$ cat src/rtl/core/plc_pkg.sv
// Shared types and constants for the piecewise-linear tone curve unit.
package plc_pkg;

   localparam int PIX_W         = 8;
   localparam int MAX_POINTS    = 16;
   localparam int GROUP_COUNT   = 4;
   localparam int PTS_PER_GROUP = 4;
   localparam int CNT_W         = 5;
   localparam int IDX_W         = 4;
   localparam int CSR_ADDR_W    = 6;
   localparam int CSR_DATA_W    = 64;
   localparam int REG_IDX_W     = 3;
   localparam int QUEUE_DEPTH   = 4;
   localparam int QPTR_W        = 2;
   localparam int QCNT_W        = 3;
   localparam int DIV_STAGES    = 8;

   localparam logic [REG_IDX_W-1:0] REG_POINT_COUNT = 3'd0;
   localparam logic [REG_IDX_W-1:0] REG_GROUP_0     = 3'd1;
   localparam logic [REG_IDX_W-1:0] REG_GROUP_1     = 3'd2;
   localparam logic [REG_IDX_W-1:0] REG_GROUP_2     = 3'd3;
   localparam logic [REG_IDX_W-1:0] REG_GROUP_3     = 3'd4;

   localparam logic [CNT_W-1:0]      COUNT_RESET  = 5'd2;
   localparam logic [CNT_W-1:0]      COUNT_MIN    = 5'd2;
   localparam logic [CNT_W-1:0]      COUNT_MAX    = 5'd16;
   localparam logic [CSR_DATA_W-1:0] GROUP0_RESET = 64'h0000_0000_00FF_FF00;

   typedef struct packed {
      logic [CNT_W-1:0]                        point_count;
      logic [GROUP_COUNT-1:0][CSR_DATA_W-1:0]  groups;
   } cfg_type;

   // classified item: result = y1 +/- (a * dy) / dx
   typedef struct packed {
      logic [PIX_W-1:0] y1;
      logic [PIX_W-1:0] a;
      logic [PIX_W-1:0] dy;
      logic             neg;
      logic [PIX_W-1:0] dx;
   } item_type;

   typedef struct packed {
      logic full;
      logic empty;
   } queue_status_type;

endpackage

$ cat src/rtl/core/plc_csr.sv
// Configuration register file with APB-style access.
module plc_csr (
   input  logic                               clock,
   input  logic                               reset,
   input  logic                               csr_psel,
   input  logic                               csr_penable,
   input  logic                               csr_pwrite,
   input  logic [plc_pkg::CSR_ADDR_W-1:0]     csr_paddr,
   input  logic [plc_pkg::CSR_DATA_W-1:0]     csr_pwdata,
   output logic [plc_pkg::CSR_DATA_W-1:0]     csr_prdata,
   output logic                               csr_pready,
   output plc_pkg::cfg_type                   cfg
);

   logic [plc_pkg::CNT_W-1:0]      count_ff;
   logic [plc_pkg::CSR_DATA_W-1:0] group_ff [plc_pkg::GROUP_COUNT];
   logic [plc_pkg::REG_IDX_W-1:0]  idx;
   logic                           wr_en;

   assign idx        = csr_paddr[plc_pkg::CSR_ADDR_W-1:3];
   assign csr_pready = 1'b1;
   assign wr_en      = csr_psel & csr_penable & csr_pwrite;

   always_ff @(posedge clock) begin
      if (reset) begin
         count_ff    <= plc_pkg::COUNT_RESET;
         group_ff[0] <= plc_pkg::GROUP0_RESET;
         group_ff[1] <= '0;
         group_ff[2] <= '0;
         group_ff[3] <= '0;
      end else if (wr_en) begin
         unique case (idx)
            plc_pkg::REG_POINT_COUNT: count_ff    <= csr_pwdata[plc_pkg::CNT_W-1:0];
            plc_pkg::REG_GROUP_0:     group_ff[0] <= csr_pwdata;
            plc_pkg::REG_GROUP_1:     group_ff[1] <= csr_pwdata;
            plc_pkg::REG_GROUP_2:     group_ff[2] <= csr_pwdata;
            plc_pkg::REG_GROUP_3:     group_ff[3] <= csr_pwdata;
            default: ;
         endcase
      end
   end

   always_comb begin
      unique case (idx)
         plc_pkg::REG_POINT_COUNT:
            csr_prdata = {{(plc_pkg::CSR_DATA_W-plc_pkg::CNT_W){1'b0}}, count_ff};
         plc_pkg::REG_GROUP_0: csr_prdata = group_ff[0];
         plc_pkg::REG_GROUP_1: csr_prdata = group_ff[1];
         plc_pkg::REG_GROUP_2: csr_prdata = group_ff[2];
         plc_pkg::REG_GROUP_3: csr_prdata = group_ff[3];
         default:              csr_prdata = '0;
      endcase
   end

   always_comb begin
      cfg.point_count = count_ff;
      for (int g = 0; g < plc_pkg::GROUP_COUNT; g++) begin
         cfg.groups[g] = group_ff[g];
      end
   end

endmodule

$ cat src/rtl/core/plc_front.sv
// Front end: takes pixels, finds the curve segment and classifies the item.
module plc_front (
   input  logic                        clock,
   input  logic                        reset,
   input  logic                        req_tvalid,
   output logic                        req_tready,
   input  logic [plc_pkg::PIX_W-1:0]   req_tdata,
   input  plc_pkg::cfg_type            cfg,
   input  plc_pkg::queue_status_type   q_status,
   output logic                        item_valid,
   output plc_pkg::item_type           item
);

   logic                        valid_ff, valid_in;
   logic [plc_pkg::PIX_W-1:0]   pix_ff;
   logic [plc_pkg::PIX_W-1:0]   px [plc_pkg::MAX_POINTS];
   logic [plc_pkg::PIX_W-1:0]   py [plc_pkg::MAX_POINTS];
   logic [plc_pkg::CNT_W-1:0]   n_eff;
   logic [plc_pkg::CNT_W-1:0]   n_m1;
   logic [plc_pkg::IDX_W-1:0]   last;
   logic                        found;
   logic [plc_pkg::IDX_W-1:0]   seg;
   logic [plc_pkg::PIX_W-1:0]   x1, x2, y1, y2;
   logic                        push;

   assign push       = valid_ff & ~q_status.full;
   assign req_tready = ~valid_ff | ~q_status.full;
   assign item_valid = valid_ff;

   always_comb begin
      for (int k = 0; k < plc_pkg::MAX_POINTS; k++) begin
         px[k] = cfg.groups[k/plc_pkg::PTS_PER_GROUP][(k%plc_pkg::PTS_PER_GROUP)*16 +: 8];
         py[k] = cfg.groups[k/plc_pkg::PTS_PER_GROUP][(k%plc_pkg::PTS_PER_GROUP)*16+8 +: 8];
      end
   end

   always_comb begin
      priority if (cfg.point_count < plc_pkg::COUNT_MIN) n_eff = plc_pkg::COUNT_MIN;
      else if (cfg.point_count > plc_pkg::COUNT_MAX)     n_eff = plc_pkg::COUNT_MAX;
      else                                              n_eff = cfg.point_count;
      n_m1 = n_eff - 5'd1;
      last = n_m1[plc_pkg::IDX_W-1:0];
   end

   // first matching segment wins: scan downward so the lowest index is kept
   always_comb begin
      found = 1'b0;
      seg   = '0;
      for (int i = plc_pkg::MAX_POINTS - 2; i >= 0; i--) begin
         if ((i < 32'(n_m1)) && (pix_ff >= px[i]) && (pix_ff <= px[i+1])) begin
            found = 1'b1;
            seg   = plc_pkg::IDX_W'(i);
         end
      end
      x1 = px[seg];
      x2 = px[seg + 4'd1];
      y1 = py[seg];
      y2 = py[seg + 4'd1];
   end

   // flat outputs ride through the back end with a zero product and dx of one
   always_comb begin
      item.a   = '0;
      item.dy  = '0;
      item.neg = 1'b0;
      item.dx  = 8'd1;
      priority if (pix_ff <= px[0]) begin
         item.y1 = py[0];
      end else if (pix_ff >= px[last]) begin
         item.y1 = py[last];
      end else if (!found) begin
         item.y1 = '0;
      end else if (x1 == x2) begin
         item.y1 = y1;
      end else begin
         item.y1  = y1;
         item.a   = pix_ff - x1;
         item.dx  = x2 - x1;
         item.neg = y2 < y1;
         item.dy  = (y2 < y1) ? (y1 - y2) : (y2 - y1);
      end
   end

   always_comb begin
      valid_in = valid_ff;
      if (req_tvalid && req_tready) valid_in = 1'b1;
      else if (push)                valid_in = 1'b0;
   end

   always_ff @(posedge clock) begin
      if (reset) valid_ff <= 1'b0;
      else       valid_ff <= valid_in;
   end

   always_ff @(posedge clock) begin
      if (req_tvalid && req_tready) pix_ff <= req_tdata;
   end

endmodule

$ cat src/rtl/core/plc_queue.sv
// Short queue of classified items between front and back end.
module plc_queue (
   input  logic                        clock,
   input  logic                        reset,
   input  logic                        push,
   input  plc_pkg::item_type           push_item,
   input  logic                        pop,
   output plc_pkg::item_type           head_item,
   output plc_pkg::queue_status_type   status
);

   plc_pkg::item_type              mem_ff [plc_pkg::QUEUE_DEPTH];
   logic [plc_pkg::QPTR_W-1:0]     wr_ptr_ff, rd_ptr_ff;
   logic [plc_pkg::QCNT_W-1:0]     count_ff;

   assign status.full  = count_ff == plc_pkg::QCNT_W'(plc_pkg::QUEUE_DEPTH);
   assign status.empty = count_ff == '0;
   assign head_item    = mem_ff[rd_ptr_ff];

   always_ff @(posedge clock) begin
      if (reset) begin
         wr_ptr_ff <= '0;
         rd_ptr_ff <= '0;
         count_ff  <= '0;
      end else begin
         if (push) wr_ptr_ff <= wr_ptr_ff + 1'b1;
         if (pop)  rd_ptr_ff <= rd_ptr_ff + 1'b1;
         if (push && !pop)      count_ff <= count_ff + 1'b1;
         else if (pop && !push) count_ff <= count_ff - 1'b1;
      end
   end

   always_ff @(posedge clock) begin
      if (push) mem_ff[wr_ptr_ff] <= push_item;
   end

endmodule

$ cat src/rtl/core/plc_back.sv
// Back end: multiply, bit-per-stage divide, and the output register.
module plc_back (
   input  logic                        clock,
   input  logic                        reset,
   input  logic                        in_valid,
   input  plc_pkg::item_type           in_item,
   output logic                        in_pop,
   output logic                        rsp_tvalid,
   input  logic                        rsp_tready,
   output logic [plc_pkg::PIX_W-1:0]   rsp_tdata
);

   typedef struct packed {
      logic                        valid;
      logic [plc_pkg::PIX_W-1:0]   y1;
      logic                        neg;
      logic [plc_pkg::PIX_W-1:0]   dx;
      logic [plc_pkg::PIX_W-1:0]   rem;
      logic [plc_pkg::PIX_W-1:0]   low;
      logic [plc_pkg::PIX_W-1:0]   quo;
   } div_stage_type;

   div_stage_type                 stage_ff [plc_pkg::DIV_STAGES+1];
   div_stage_type                 stage_in [plc_pkg::DIV_STAGES+1];
   logic [2*plc_pkg::PIX_W-1:0]   prod;
   logic                          adv;
   logic                          out_valid_ff;
   logic [plc_pkg::PIX_W-1:0]     out_data_ff;
   logic [plc_pkg::PIX_W:0]       sum;
   logic [plc_pkg::PIX_W-1:0]     res;

   function automatic div_stage_type div_step(input div_stage_type s);
      logic [plc_pkg::PIX_W:0] t;
      logic                    ge;
      div_stage_type           r;
      t       = {s.rem, s.low[plc_pkg::PIX_W-1]};
      ge      = t >= {1'b0, s.dx};
      r       = s;
      r.rem   = ge ? plc_pkg::PIX_W'(t - {1'b0, s.dx}) : t[plc_pkg::PIX_W-1:0];
      r.low   = {s.low[plc_pkg::PIX_W-2:0], 1'b0};
      r.quo   = {s.quo[plc_pkg::PIX_W-2:0], ge};
      return r;
   endfunction

   assign adv    = ~out_valid_ff | rsp_tready;
   assign in_pop = adv & in_valid;
   assign prod   = in_item.a * in_item.dy;

   // the product is below 256*dx, so the quotient fits in eight bits
   always_comb begin
      stage_in[0].valid = in_valid;
      stage_in[0].y1    = in_item.y1;
      stage_in[0].neg   = in_item.neg;
      stage_in[0].dx    = in_item.dx;
      stage_in[0].rem   = prod[2*plc_pkg::PIX_W-1:plc_pkg::PIX_W];
      stage_in[0].low   = prod[plc_pkg::PIX_W-1:0];
      stage_in[0].quo   = '0;
      for (int k = 1; k <= plc_pkg::DIV_STAGES; k++) begin
         stage_in[k] = div_step(stage_ff[k-1]);
      end
   end

   always_ff @(posedge clock) begin
      if (reset) begin
         for (int k = 0; k <= plc_pkg::DIV_STAGES; k++) stage_ff[k].valid <= 1'b0;
      end else if (adv) begin
         for (int k = 0; k <= plc_pkg::DIV_STAGES; k++) stage_ff[k] <= stage_in[k];
      end
   end

   always_comb begin
      if (stage_ff[plc_pkg::DIV_STAGES].neg)
         sum = {1'b0, stage_ff[plc_pkg::DIV_STAGES].y1} -
               {1'b0, stage_ff[plc_pkg::DIV_STAGES].quo};
      else
         sum = {1'b0, stage_ff[plc_pkg::DIV_STAGES].y1} +
               {1'b0, stage_ff[plc_pkg::DIV_STAGES].quo};
      priority if (stage_ff[plc_pkg::DIV_STAGES].neg && sum[plc_pkg::PIX_W]) res = '0;
      else if (sum[plc_pkg::PIX_W])                                         res = '1;
      else                                               res = sum[plc_pkg::PIX_W-1:0];
   end

   always_ff @(posedge clock) begin
      if (reset)    out_valid_ff <= 1'b0;
      else if (adv) out_valid_ff <= stage_ff[plc_pkg::DIV_STAGES].valid;
   end

   always_ff @(posedge clock) begin
      if (adv) out_data_ff <= res;
   end

   assign rsp_tvalid = out_valid_ff;
   assign rsp_tdata  = out_data_ff;

endmodule

$ cat src/rtl/core/piecewise_linear_tone_curve_unit.sv
// Top level of the piecewise-linear tone curve unit.
//
//  channel  | ports             | payload
//  ---------+-------------------+-------------------------------
//  input    | req_t*            | tdata[7:0] pixel_in
//  result   | rsp_t*            | tdata[7:0] pixel_out
//  config   | csr_p*            | count @0x00, point groups 0..3 @0x08..0x20
//
// One pixel per clock sustained while rsp_tready stays high; path: front register,
// queue, multiply stage, eight one-bit divide stages, output register.
// Synchronous active-high reset restores the default two-point curve.
// A stalled result stalls the back end; the front keeps filling the
// four-entry queue and drops req_tready only once it is full.
module piecewise_linear_tone_curve_unit (
   input  logic                               clock,
   input  logic                               reset,
   input  logic                               req_tvalid,
   output logic                               req_tready,
   input  logic [7:0]                         req_tdata,   // [7:0] pixel_in
   output logic                               rsp_tvalid,
   input  logic                               rsp_tready,
   output logic [7:0]                         rsp_tdata,   // [7:0] pixel_out
   input  logic                               csr_psel,
   input  logic                               csr_penable,
   input  logic                               csr_pwrite,
   input  logic [plc_pkg::CSR_ADDR_W-1:0]     csr_paddr,
   input  logic [plc_pkg::CSR_DATA_W-1:0]     csr_pwdata,
   output logic [plc_pkg::CSR_DATA_W-1:0]     csr_prdata,
   output logic                               csr_pready
);

   plc_pkg::cfg_type            cfg;
   plc_pkg::queue_status_type   q_status;
   plc_pkg::item_type           front_item, head_item;
   logic                        front_valid;
   logic                        q_push, q_pop;

   assign q_push = front_valid & ~q_status.full;

   plc_csr u_csr (
      .clock       (clock),
      .reset       (reset),
      .csr_psel    (csr_psel),
      .csr_penable (csr_penable),
      .csr_pwrite  (csr_pwrite),
      .csr_paddr   (csr_paddr),
      .csr_pwdata  (csr_pwdata),
      .csr_prdata  (csr_prdata),
      .csr_pready  (csr_pready),
      .cfg         (cfg)
   );

   plc_front u_front (
      .clock      (clock),
      .reset      (reset),
      .req_tvalid (req_tvalid),
      .req_tready (req_tready),
      .req_tdata  (req_tdata),
      .cfg        (cfg),
      .q_status   (q_status),
      .item_valid (front_valid),
      .item       (front_item)
   );

   plc_queue u_queue (
      .clock     (clock),
      .reset     (reset),
      .push      (q_push),
      .push_item (front_item),
      .pop       (q_pop),
      .head_item (head_item),
      .status    (q_status)
   );

   plc_back u_back (
      .clock      (clock),
      .reset      (reset),
      .in_valid   (~q_status.empty),
      .in_item    (head_item),
      .in_pop     (q_pop),
      .rsp_tvalid (rsp_tvalid),
      .rsp_tready (rsp_tready),
      .rsp_tdata  (rsp_tdata)
   );

   a_reset_empty: assert property (@(posedge clock) reset |=> !rsp_tvalid)
      else $error("result valid right after reset");

   a_queue_flags: assert property (@(posedge clock) disable iff (reset)
      !(q_status.full && q_status.empty))
      else $error("queue full and empty at once");

   a_stall_holds_front: assert property (@(posedge clock) disable iff (reset)
      !req_tready |-> (front_valid && q_status.full))
      else $error("input stalled without a waiting item");

   a_no_pop_empty: assert property (@(posedge clock) disable iff (reset)
      q_pop |-> !q_status.empty)
      else $error("pop from empty queue");

endmodule
$ cat config.mk
export PLATFORM = sky130hd
export DESIGN_NAME = piecewise_linear_tone_curve_unit
export DESIGN_NICKNAME = d
export VERILOG_FILES = /design/src/rtl/core/plc_pkg.sv /design/src/rtl/core/plc_csr.sv /design/src/rtl/core/plc_front.sv /design/src/rtl/core/plc_queue.sv /design/src/rtl/core/plc_back.sv /design/src/rtl/core/piecewise_linear_tone_curve_unit.sv
export SDC_FILE = /design/constraint.sdc
export NUM_CORES = 2
export LEC_CHECK = 0
export ABC_AREA = 0
export BUFFER_PORTS_ARGS = -buffer_cell sky130_fd_sc_hd__buf_4
export CORE_ASPECT_RATIO = 0.6
export CORE_MARGIN = 2
export CORE_UTILIZATION = 30
export DETAILED_ROUTE_END_ITERATION = 6
export SLEW_MARGIN = 20
export SYNTH_ARGS = -nofsm -noshare
export SYNTH_HDL_FRONTEND = slang
export SYNTH_HIERARCHICAL = 1
export SYNTH_SLANG_ARGS = --single-unit
export TNS_END_PERCENT = 1
$ cat constraint.sdc
create_clock -name clock -period 14.4 [get_ports clock]
set_input_delay 0.72 -clock clock [delete_from_list [all_inputs] [get_ports clock]]
set_output_delay 0.72 -clock clock [all_outputs]
set_load 0.005 [all_outputs]
==> out/metrics.cfg <==
[outcome]
outcome=completed

[yosys]
yosysTopAreaCellShare_pct=45.73
syn_area_per_cell_um2=11.10
synth.largest_area_cell=edfxtp_1
syn_area_um2=45580
netlist_instances=4106
ys_seq_elements=710
synth-seq-area-share_pct=46.43
synth_edf_count=694
ys_top_cells_by_area=edfxtp_1 46%, ha_1 7.7%, and2_1 6.4%
async_flop_share_pct=0
ys_types=97
ys_warn_count=6
synth_nets=4521
synth-main-ff-cell=edfxtp_1

[global_route]
first_global_vias=31990
grt_use_total_pct=18.12
grt_max_degree=275
grt_antenna_before_repair=10
grt_pass1_wl_um=212300
grt_overflow=0

[clocking]
cts_hold_buf=0
cts_buffer_depth=3
cts.repair.resized=0
htreeDepth=3
cts.clk_slew.worst_paths_ps=60
postCtsSetupBuffers=0
clk_latency_ps=680
cts_inserted_buffers=73
clkSinkCount=710
cts_tree=yes
cts_root_buf=clkbuf_16

[sta]
finalCritPeriodShare_pct=79.79
slew_violations=0
setup_viol=0
grt_setup_unrepaired=no
worst_pin_slew_ps=1128
fin_tns_setup_ps=0
relSlewSlack_pct=23.34
hold_violations=0
fin_crit_ps=11490
fmax_mhz=87.03
setup_slack_ps=2910
fin_skew_ps=42.97

[worst_setup_path]
crit_arrival_ps=11960
rrSetupSlack_ps=2910
timing.rr.end=u_queue/mem_ff[3][16]
cp-start-kind=flip-flop
path_max_fanout=65
crit_start=u_csr/count_ff[2]
cp_slowest_cell=mux2i_2
critPathKind=reg2reg
crit_top_cell=a21o_1
r2r_start=u_csr/count_ff[2]
critPathCaptureType=flip-flop
crit_required_ps=14870
reg2regPathDepth=33
slowest_delay_ps=920

[layout]
stdcell_count=6243
n_fill_cell=14930
drive_above_1_share_pct=12.10
area_growth_pct=12.41
final_util_pct=34.06
fin_nets=4580
most-common-layout-cells=694 x edfxtp_1, 466 x and2_1, 290 x nand2_1
layout_commonest_cell=edfxtp_1

[power_and_ir_drop]
power.density_nw_per_um2=153.6
vdd_drop_max_mv=0.2862
power_switching_uw=2913
pwr-share-comb_pct=41.6
power_leakage_uw=0.01956
p_int_uw=4957
swShare_pct=37.01
p_clk_share_pct=24.0
seqPwrFrac_pct=34.4

[placement]
dpl.hpwl_um=101300
place_ws_ps=3263
globalplace.congestion=0.9441
io_buffers=155
placed_cells=6105

[routing]
vias=33720
wl_um=143300
drc=0
final_antenna_net_count=0
drtIter0Drc=4249
wl_per_cell_um=22.95
vias_per_cell=5.401
first_pass_iters=6

[run]
cap_violations=0

[min_path]
hold_start=req_tdata[4]
hold_depth=1
hold_end=u_front/pix_ff[4]
hold_class=in2reg

[floorplanning]
num_rows=110
die_width_um=507.2
initial_utilization_pct=30.30
ioPinCount=160
die_h_um=305.9
core_um2=150400
dieArea_um2=155200

-- worst max-delay path: cells and delay by family, from the launching register on --
| family | cells | cell delay (ps) |
|---|---|---|
| mux | 4 | 2120 |
| xor+xnor | 1 | 180 |
| fa+ha+maj | 4 | 2150 |
| buf+inv | 5 | 1620 |
| compound gates | 13 | 3200 |
| simple gates | 6 | 1280 |
| flops | 1 | 670 |
-- worst max path at each step --
| stage | to | slack, ps |
|---|---|---|
| detailed placement | u_queue/mem_ff[0][16] | 3260 |
| finish | u_queue/mem_ff[3][16] | 2910 |
| CTS | u_queue/mem_ff[3][16] | 3250 |
| floorplan | u_queue/mem_ff[0][16] | 3240 |
| global placement | u_queue/mem_ff[0][16] | 3450 |
| global route | u_queue/mem_ff[0][16] | 2420 |
-- layer usage --
metal	GRT usage, %	up-vias	wire length, um
met1	28.95	16580	69810
li1	-	15250	-
met4	3.839	12	2650
met3	5.655	195	17110
met5	0	-	78
met2	23.09	1685	53630
-- through the flow --
stage	total power [uW]	cell area [um2]	hold slack [ps]
6_report	7870	51230	219.6
5_1_grt	8507	51230	179.0
4_1_cts	7905	51180	142.8
3_5_place_dp	5975	48830	495.6
3_3_place_gp	5933	48830	486.8
2_1_floorplan	5195	45580	445.6
-- registers in the layout (all words and copies together) (netlist names), named ones only --
register / cells
u_queue/rd_ptr_ff: 2
u_csr/count_ff: 5
u_queue/mem_ff: 132
u_back/stage_ff: 290
u_queue/count_ff: 3
u_csr/group_ff: 256
u_queue/wr_ptr_ff: 2
u_back/rsp_tvalid: 1
u_front/pix_ff: 8
u_front/item_valid: 1
u_back/rsp_tdata: 8
-- power groups by stage --
stage | clock network (uW) | logic [uW] | registers [uW]
final | 1890 | 3270 | 2710
after global routing | 2020 | 3760 | 2730
after CTS | 1950 | 3250 | 2700
after detailed placement | 0 | 3230 | 2750
after global placement | 0 | 3190 | 2740
after floorplan | 0 | 2490 | 2700
-- synth_stat cells, types with 16 or more instances --
cell / count
nor4_1: 18
nor3_1: 23
o22ai_1: 98
clkbuf_1: 129
nand2_1: 290
nor2b_1: 88
xor2_1: 28
xnor2_1: 38
o21a_1: 22
a32oi_1: 16
o31ai_1: 20
edfxtp_1: 694
nor2_1: 221
mux2i_1: 169
and3_1: 19
buf_1: 18
buf_4: 16
a21o_1: 52
dfxtp_1: 16
a22oi_1: 61
nand2b_1: 40
a21oi_1: 246
fa_1: 49
buf_2: 50
inv_1: 282
mux4_2: 110
o211ai_1: 47
nand4_1: 36
nand3_1: 32
a211oi_1: 97
a211o_1: 16
and2_1: 467
o21ai_0: 110
a31oi_1: 24
ha_1: 281
-- layout make-up --
| cell class | instances | area, um2 | area share (%) |
|---|---|---|---|
| tap | 2016 | 2522 | 4.923 |
| timing repair buffer | 213 | 1644 | 3.209 |
| sequential | 710 | 21160 | 41.30 |
| clock buffer | 85 | 1923 | 3.754 |
| antenna | 3 | 7.507 | 0.01465 |
| clock inverter | 49 | 422.9 | 0.8254 |
| multi-input combinational | 2882 | 22470 | 43.87 |
| inverter | 285 | 1079 | 2.105 |
-- kinds of logic (layout without fill, tap and decap cells) --
logic type | after synthesis | in the layout | share of synthesized area, %
multiplexers | 296 | 296 | 9.729
adder cells (fa/ha/maj) | 330 | 330 | 9.867
other | 1 | 4 | 0.008228
AND/OR/NAND/NOR | 1286 | 1286 | 14.97
flip-flops | 710 | 710 | 46.43
buffers and inverters | 514 | 632 | 4.672
XOR/XNOR | 67 | 67 | 1.304
AO/OA/AOI/OAI | 902 | 902 | 13.02
No activity file was read; power rests on OpenSTA's default activity.
